File: config.mk
export PLATFORM = sky130hd
export DESIGN_NAME = swer_ctrl
export DESIGN_NICKNAME = d
export VERILOG_FILES = /design/src/rtl/swer_pkg.sv /design/src/rtl/swer_ctrl.sv
export SDC_FILE = /design/constraint.sdc
export NUM_CORES = 1
export LEC_CHECK = 0
export BUFFER_PORTS_ARGS = -buffer_cell sky130_fd_sc_hd__buf_2
export CORE_AREA = 3 3 40 42
export DETAILED_ROUTE_END_ITERATION = 7
export DIE_AREA = 0 0 43 45
export RECOVER_POWER = 25
export SETUP_SLACK_MARGIN = 0.05
export SYNTH_ARGS = -nofsm -noshare
export SYNTH_HDL_FRONTEND = slang
export SYNTH_SLANG_ARGS = --single-unit
File: constraint.sdc
create_clock -name clk_i -period 2.1 [get_ports clk_i]
set_clock_uncertainty 0.05 [all_clocks]
set_input_delay 0.21 -clock clk_i [delete_from_list [all_inputs] [get_ports clk_i]]
set_output_delay 0.21 -clock clk_i [all_outputs]
set_load 0.02 [all_outputs]
File: src/rtl/swer_pkg.sv
// Shared types, codes and constants of the sliding-window event rate unit.
package swer_pkg;

  // Field widths of the channels.
  localparam int unsigned FUNC_W = 2;
  localparam int unsigned DATA_W = 32;
  localparam int unsigned CNT_OUT_W = 7;

  // Default ring depth and register reset value.
  localparam int unsigned DEFAULT_RING_DEPTH = 64;
  localparam logic [DATA_W-1:0] PEAK_WINDOW_RESET = 32'd600000;

  // Operation codes carried in the func field.
  localparam logic [FUNC_W-1:0] FUNC_CLEAR  = 2'd0;
  localparam logic [FUNC_W-1:0] FUNC_RECORD = 2'd1;
  localparam logic [FUNC_W-1:0] FUNC_QUERY  = 2'd2;

  // Commands from the controller to the datapath.
  typedef struct packed {
    logic load;         // latch the input transaction, clear accumulators
    logic exec_clear;   // empty the ring and zero the counters
    logic exec_record;  // store the stamp and update the counters
    logic scan_clr;     // restart the scan address
    logic scan_rd;      // read the ring at the scan address and step it
    logic trunc_rd;     // read the oldest stamp for the truncation check
    logic emit;         // load the result into the output register
  } swer_cmd_t;

  // Status from the datapath to the controller.
  typedef struct packed {
    logic [FUNC_W-1:0] func;
    logic              ring_empty;
    logic              scan_last;
    logic              trunc_possible;
    logic              out_busy;
  } swer_status_t;

endpackage

File: src/rtl/swer_ctrl.sv
// Controller: sequences one transaction through update, ring scan, truncation check and result.
module swer_ctrl import swer_pkg::*; (
  input  logic         clk_i,
  input  logic         rst_ni,
  input  logic         in_valid_i,
  output logic         in_ready_o,
  input  swer_status_t status_i,
  output swer_cmd_t    cmd_o
);

  localparam logic [2:0] S_IDLE = 3'd0;
  localparam logic [2:0] S_EXEC = 3'd1;
  localparam logic [2:0] S_SCAN = 3'd2;
  localparam logic [2:0] S_TAIL = 3'd3;
  localparam logic [2:0] S_WAIT = 3'd4;
  localparam logic [2:0] S_EMIT = 3'd5;

  logic [2:0] state_q, state_d;

  assign in_ready_o = (state_q == S_IDLE);

  // Next state and commands.
  always_comb begin
    state_d = state_q;
    cmd_o   = '0;
    unique case (state_q)
      S_IDLE: begin
        if (in_valid_i) begin
          cmd_o.load = 1'b1;
          state_d    = S_EXEC;
        end
      end
      S_EXEC: begin
        cmd_o.scan_clr = 1'b1;
        case (status_i.func)
          FUNC_CLEAR: begin
            cmd_o.exec_clear = 1'b1;
            state_d          = S_WAIT;
          end
          FUNC_RECORD: begin
            cmd_o.exec_record = 1'b1;
            state_d           = S_SCAN;
          end
          FUNC_QUERY: begin
            state_d = status_i.ring_empty ? S_TAIL : S_SCAN;
          end
          default: begin
            state_d = S_WAIT;
          end
        endcase
      end
      S_SCAN: begin
        cmd_o.scan_rd = 1'b1;
        if (status_i.scan_last) begin
          state_d = (status_i.func == FUNC_QUERY) ? S_TAIL : S_WAIT;
        end
      end
      S_TAIL: begin
        cmd_o.trunc_rd = status_i.trunc_possible;
        state_d        = S_WAIT;
      end
      S_WAIT: begin
        state_d = S_EMIT;
      end
      S_EMIT: begin
        if (!status_i.out_busy) begin
          cmd_o.emit = 1'b1;
          state_d    = S_IDLE;
        end
      end
      default: begin
        state_d = S_IDLE;
      end
    endcase
  end

  // State register.
  always_ff @(posedge clk_i or negedge rst_ni) begin
    if (!rst_ni) begin
      state_q <= S_IDLE;
    end else begin
      state_q <= state_d;
    end
  end

endmodule
# Word-level counts from Yosys, hierarchy flattened
# Index checks and enable logic that the tools add are counted.
classes:
  reduce_logical: 3
  eq_ne: 10
  mux: 16
op_table:
  columns: ["cell", "count"]
  rows:
  - ["$pmux 3 s6", 1]
  - ["$mux 3", 5]
  - ["$mux 1", 9]
  - ["$eq 3x2->1 const B", 2]
  - ["$eq 3x3->1 const B", 2]
  - ["$ne 2x2->1 const B", 3]
  - ["$pmux 3 s2", 1]
  - ["$eq 3x1->1 const B", 1]
  - ["$logic_not 3->1", 1]
  - ["$reduce_and 3->1", 1]
  - ["$eq 2x1->1 const B", 1]
  - ["$eq 2x2->1 const B", 1]
  - ["$logic_not 2->1", 1]
word_totals:
  ff_bits: 3
  word_cells: 30
  input_bits: 9
  output_inout_bits: 8

# Depth between registers and ports, before layout
# Gate-level depths: netlist (run 1).
logic_depth:
  word_depth: 4
  mapped_depth: 5
  ltp_nobuf: 5

# Least setup slack after synthesis (run 1)
# Ideal clock, no wire load.
synth_timing:
  path_type: "reg2out"
  from: "register state_q[1]"
  to: "output cmd_o[6] (netlist name)"
  setup_slack_ps: 666
  path_stages_with_launch: 3
  n_path_buf: 0
  t_arrival_ps: 1174
  required_ps: 1840
  cell_sequence: "dfrtp_1 -> nor3_2 -> and2_1"
synth_lines:
  columns: ["element", "line_no", "rtl"]
  rows:
  - ["start, declared", "swer_ctrl.sv:18", "logic [2:0] state_q, state_d;"]
  - ["start signal, assigned", "swer_ctrl.sv:82", "state_q <= state_d;"]
  - ["end, declared", "swer_ctrl.sv:8", "output swer_cmd_t cmd_o"]

==> results of run 1 <==
[area by class of cell]
cell class | instances | area share (%)
Clock buffer | 4 | 6.14
Inverter | 5 | 4.39
Multi-Input combinational cell | 25 | 46.8
Sequential cell | 3 | 17.5
Tap cell | 15 | 4.39
Timing Repair Buffer | 17 | 20.8
[cells by family (layout without fill, tap and decap cells)]
| logic type | Yosys count | count (layout) | synth area share (%) |
|---|---|---|---|
| flops | 3 | 3 | 24.7 |
| buf+inv | 7 | 26 | 9.47 |
| simple gates | 16 | 16 | 36.2 |
| fa+ha+maj | 3 | 3 | 12.3 |
| compound gates | 6 | 6 | 17.3 |
[power by group through the flow]
stage / registers [mW] / logic (mW) / clock network, mW
final: 0.156 / 0.272 / 0.103
after global routing: 0.166 / 0.300 / 0.116
after CTS: 0.157 / 0.277 / 0.109
after detailed placement: 0.158 / 0.274 / 0
after global placement: 0.158 / 0.273 / 0
after floorplan: 0.108 / 0.254 / 0
[what timing repair did]
action                    4_1_cts  5_1_grt
gates resized for setup         0        0
hold buffers                    1        0
hold endpoints to repair        3        0
[through the flow]
stage / std cells / setup slack [ns]
finish: 69 / 0.538
detailed placement: 64 / 0.787
floorplan: 35 / 0.666
global placement: 64 / 0.812
global route: 69 / 0.466
CTS: 69 / 0.530
[routing by layer]
metal | GRT usage (%) | vias up
met3 | 1.59 | 0
met4 | 10.8 | 0
met2 | 9.88 | 13
met1 | 9.93 | 121
li1 | - | 160
met5 | 0 | -
[path summary, 6_finish.rpt]
check                            start          to  slack, ns  cells past startpoint
hold / removal             status_i[2]  state_q[1]       0.25                      3
hold reg to reg             state_q[2]  state_q[2]       0.62                      2
max in group asynchronous       rst_ni  state_q[2]       1.60                      2
min in group asynchronous       rst_ni  state_q[0]       0.26                      2
setup reg to reg            state_q[0]  state_q[2]       0.87                      3
setup / recovery            state_q[0]    cmd_o[6]       0.54                      3
[critical path, cell delays in order (launching register included)]
cell     delay (ns)
dfrtp_1        0.49
nor3_2         0.27
and2_1         0.15
buf_2          0.15
[layout by cell type (no fill, tap or decap)]
cell type and n:
and2b_1 1, and4_2 1, nand3_1 1, clkbuf_4 3, a21boi_1 1, dfrtp_1 3
a22o_1 1, nand3b_1 1, nor3_2 1, a221oi_2 1, clkbuf_1 2, and3_1 3
ha_1 3, nor2_1 1, and2_1 2, dlygate4sd3_1 1, buf_2 15, and3b_1 1
nor2b_1 1, o22ai_1 1, o31ai_1 1, inv_1 5, nor3b_2 1, nand2_1 2
o21bai_1 1
==> qor.yml, run 1 <==
grt:
  grt_usage_pct: 8.01
  grt_pass1_wl_um: 1060
  globalRouteOverflowTotal: 0
  grt_pass1_vias: 272
  grt_max_degree: 13
  antenna_found_initial: 0
worst_setup_path:
  arrival_ns: 1.30
  cp.required_ns: 1.84
  worstSetupPathType: "reg -> out"
  cp-end-kind: "primary output"
  cp-start-kind: "flop"
  path_max_fanout: 12
placement:
  port-buffer-count: 16
  postPlaceCellArea_um2: 393
  hpwl_um: 532
  gp_congestion: 0.704
synth:
  synth.top_cells.by_count: "inv_1, and3_1, dfrtp_1, ha_1"
  async_reset_ff_share_pct: 100
  yosysWarnings: 0
  synth.distinct_cells: 22
  syn_area_um2: 304
  synth_top_area_cell: "dfrtp_1"
  synthTopCellsByArea: "dfrtp_1, ha_1, and3_1, inv_1, a221oi_2"
  synthesis.nets: 47
  ys_ff_latch: 3
  avgSynthCellArea_um2: 8.69
  netlist_instances: 35
  synth_top_area_share_pct: 24.7
  synth_edf_count: 0
  yosysMostFrequentCell: "inv_1"
  ys_seq_area_share_pct: 24.7
  synth_ff_type: "dfrtp_1"
clocking:
  postCtsSetupRepairBufs: 0
  clk_latency_ns: 0.23
  cts_sinks: 3
  cts_buffer_depth: 2
  root_buffer: "clkbuf_4"
  cts_buffers: 3
  cts.htree.levels: 1
  clkTransAtPathRegs_ns: 0.04
  cts_tree: "built"
hold_path:
  min_path_type: "in -> reg"
routing:
  drt-initial-drc-count: 9
  post_drt_wl_per_cell_um: 9.62
  vias: 294
  firstDrtPassIters: 3
  wl_um: 664
  top_layer: "met3"
  wl_met1_um: 297
  via_per_inst: 4.26
  final_antenna_net_count: 0
  dr_wl_met3_um: 67
  post-route-drc-count: 0
  wl_met2_um: 299
sta:
  setup_viol: 0
  slew_violations: 0
  timing.hold.ws_ns: 0.250
  hold_viol: 0
  max_freq_ghz: 0.640
  rsz0062_at_grt: "false"
  fin_crit_ns: 1.56
  max_slew.worst_pin.slew_ns: 0.332
  finalCritPeriodShare_pct: 74.4
  fin_setup_tns_ns: 0
  maxSlewHeadroom_pct: 77.9
power:
  p_sw_uw: 244
  ir_drop_uv: 518
  p_clk_share_pct: 19.4
  p_total_uw: 531
  p_leak_nw: 0.246
  p_seq_share_pct: 29.4
  p_per_area_nw_per_um2: 1240
  pwr-share-comb_pct: 51.2
  sw_frac_of_total_pct: 46.0
  power.internal_uw: 287
cells_and_area:
  fillers: 153
  syn2layout_area_growth_pct: 40.7
  postLayoutCellArea_um2: 428
  largest_register_ffs: 3
  ff_latch_area_um2: 75.1
  layout-drive-gt1-share_pct: 40.7
  finalCoreUtilization_pct: 33.3
  largest-register: "state_q"
  reg_top3: "state_q: 3 flops"
  multi_input_area_um2: 200
  finalNetCount: 67
  diodes: 0
floorplan:
  ios: 17
  die_w_um: 43
  die_area_um2: 1940
  die_h_um: 45
  floorplan.rows: 13
  initial_utilization_pct: 23.7
  core_area_um2: 1280
outcome:
  run_status: "finished clean"
flow_run:
  max-cap-violations: 0
(Power assumes the default switching activity.)
==> run 2, diff against run 1 <==
ABC_AREA = 1   (was not set)
clock period = 1.4 ns   (was 2.1 ns; I/O delays follow)
==> run 2 against run 1 <==
Critical path depth is 1 higher. Core utilization is 15 points higher. Area after synthesis is 8.6% higher. Via count is 48% higher. Combinational power grew to 3.5 times the previous value. First-iteration DRC count is 33% lower. Power grew to 2.6 times the previous value. Wire length is 54% higher.
==> qor.yml, run 2 <==
routing:
  vias: 435  # +48%
  wl_um: 1020  # +54%
  final_antenna_net_count: 0  # unchanged
  drt-initial-drc-count: 6  # -3
  firstDrtPassIters: 4  # +1
  post-route-drc-count: 0  # unchanged
  post_drt_wl_per_cell_um: 10.2  # +6.3%
  via_per_inst: 4.35  # +2.1%
power:
  p_sw_uw: 651  # +170%
  p_seq_share_pct: 18.4  # -11 points
  p_leak_nw: 0.352  # +43%
  p_clk_share_pct: 11.4  # -8.0 points
  p_total_mw: 1.36  # +160%
  ir_drop_uv: 753  # +46%
  pwr-share-comb_pct: 70.2  # +19 points
  p_per_area_nw_per_um2: 2160  # +74%
  power.internal_uw: 704  # +150%
  sw_frac_of_total_pct: 48.1  # +2.1 points
cells_and_area:
  reg_top3: "state_q: 3 flops"
  largest-register: "state_q"
  largest_register_ffs: 3  # unchanged
  syn2layout_area_growth_pct: 89.8
  finalNetCount: 98  # +46%
  postLayoutCellArea_um2: 627  # +46%
  diodes: 0  # unchanged
  finalCoreUtilization_pct: 48.8  # +15 points
  layout_commonest_cell: "buf_4"
  final_cell_mix: "buf_4, inv_1, nand2_1, buf_2, nand3_1"
  layout-drive-gt1-share_pct: 57.6  # +17 points
synth:
  ys_ff_latch: 3  # unchanged
  async_reset_ff_share_pct: 100  # unchanged
  synth_ff_type: "dfrtp_1"
  synth.distinct_cells: 15  # -32%
  syn_area_um2: 330  # +8.6%
  synth_top_area_cell: "dfrtp_1"
  synth_edf_count: 0  # unchanged
  yosysMostFrequentCell: "inv_1"
  netlist_instances: 54  # +54%
  synth.top_cells.by_count: "inv_1, nand2_1, nand3_1"
  yosysWarnings: 0  # unchanged
  synthesis.nets: 66  # +40%
  avgSynthCellArea_um2: 6.12  # -30%
  ys_seq_area_share_pct: 22.7  # -2.0 points
  synth_top_area_share_pct: 22.7  # -2.0 points
  synthTopCellsByArea: "dfrtp_1, inv_1, nand2_1, ha_1, nand3_1"
outcome:
  run_status: "finished clean"
grt:
  grt_pass1_wl_um: 1540  # +45%
  grt_usage_pct: 10.8  # +2.7 points
  globalRouteOverflowTotal: 0  # unchanged
  grt_max_degree: 7  # -6
  antenna_found_initial: 0  # unchanged
  grt_pass1_vias: 403  # +48%
sta:
  maxSlewHeadroom_pct: 87.7  # +9.8 points
  setup_viol: 0  # unchanged
  fin_setup_tns_ns: 0  # unchanged
  hold_viol: 0  # unchanged
  finalCritPeriodShare_pct: 96.9
  fin_crit_ns: 1.36
  max_slew.worst_pin.slew_ns: 0.185  # -0.147 ns
  rsz0062_at_grt: "true"
  max_freq_ghz: 0.737
  slew_violations: 0  # unchanged
placement:
  postPlaceCellArea_um2: 435  # +11%
  hpwl_um: 643  # +21%
  port-buffer-count: 16  # unchanged
  gp_congestion: 0.686  # -2.6%
clocking:
  root_buffer: "clkbuf_4"
  cts_tree: "built"
  cts.htree.levels: 1  # unchanged
  clk_latency_ns: 0.24  # about the same
  cts_buffer_depth: 2  # unchanged
  cts_sinks: 3  # unchanged
  clkTransAtPathRegs_ns: 0.04  # about the same
  cts_buffers: 3  # unchanged
floorplan:
  die_w_um: 43  # unchanged
  floorplan.rows: 13  # unchanged
  core_area_um2: 1280  # unchanged
  initial_utilization_pct: 25.7  # +2.0 points
  die_area_um2: 1940  # unchanged
  die_h_um: 45  # unchanged
  ios: 17  # unchanged
worst_setup_path:
  worstSetupPathType: "reg -> out"
  r2r_slack_ns: 0.15  # -0.72 ns
  path_cells: "buf_6 -> nand2_2 -> nor3b_2 -> buf_4"
  slowest_stage: "dfrtp_2"
  critical-path-max-stage-delay_ns: 0.42  # -0.07 ns
  cp-start-kind: "flop"
  arrival_ns: 1.17  # -0.13 ns
  path_max_fanout: 3  # -9
  cp.required_ns: 1.21  # -0.63 ns
  cp-end-kind: "primary output"
hold_path:
  min_path_type: "in -> reg"
flow_run:
  max-cap-violations: 0  # unchanged
run 2: cell count changes after synthesis, moves of 4 or more:
cell     previous run  this run
nand3_1             1         7
inv_1               5        12
nand2_1             2        11
nor2_2              0         4
run 2: power by group through the flow:
stage	sequential (mW)	combinational, mW	clock (mW)
5_1_grt	0.258	1.05	0.166
3_3_place_gp	0.200	0.553	0
3_5_place_dp	0.203	0.555	0
6_report	0.250	0.951	0.155
2_1_floorplan	0.192	0.419	0
4_1_cts	0.205	0.752	0.157
run 2: path summary, 6_finish.rpt:
check / endpoint / depth (start not counted) / startpoint
setup / recovery: cmd_o[1] / 4 / state_q[0]
hold / removal: state_q[1] / 4 / status_i[2]
setup reg to reg: state_q[2] / 7 / state_q[1]
hold reg to reg: state_q[1] / 5 / state_q[0]
max in group asynchronous: state_q[2] / 2 / rst_ni
min in group asynchronous: state_q[0] / 2 / rst_ni
run 2: metrics by stage:
step                setup slack, ns  hold slack, ns  std cells
floorplan                    0.0702          -0.206         54
global placement              0.209          -0.112         85
finish                       0.0433          0.0940        100
CTS                          0.0339          0.0903         97
detailed placement            0.183          -0.111         85
global route                -0.0420           0.105        100
run 2: logic make-up after synthesis:
group           count (synthesis)  synth area share, %
buf+inv                        15                 17.0
compound gates                  2                 3.03
flops                           3                 22.7
simple gates                   31                 45.8
fa+ha+maj                       3                 11.4
run 2: cell type report:
class	count	area [µm²]
flip-flops and latches	3	78.8
repair buffers	27	196
multi-input cells	36	245
inverters	15	61.3
fillers	120	658
well taps	15	18.8
clock buffers	4	26.3
run 2: metal layers:
| metal | global-route usage [%] | vias up | share of wire [%] | routed length, µm |
|---|---|---|---|---|
| met4 | 7.23 | 0 | 1.4 | 14 |
| met2 | 20.4 | 8 | 56 | 569 |
| met3 | 2.39 | 2 | 2.2 | 22 |
| met1 | 10.4 | 195 | 41 | 417 |
| met5 | 0 | - | 0 | 0 |
| li1 | - | 230 | - | - |
run 2: critical path, delay by kind of cell, from the launching register on:
kind          cells  cell delay, ns
buf+inv           2            0.27
flops             1            0.42
simple gates      2            0.23
run 2: what timing repair did:
item                                    in CTS  in global routing
setup buffers                                7                  3
gates cloned                                 0                  0
endpoints found under the setup margin       7                  9
pin swaps                                    1                  2
hold buffers                                 1                  0
endpoints found under the hold margin        3                  0
gates resized for setup                      7                 21
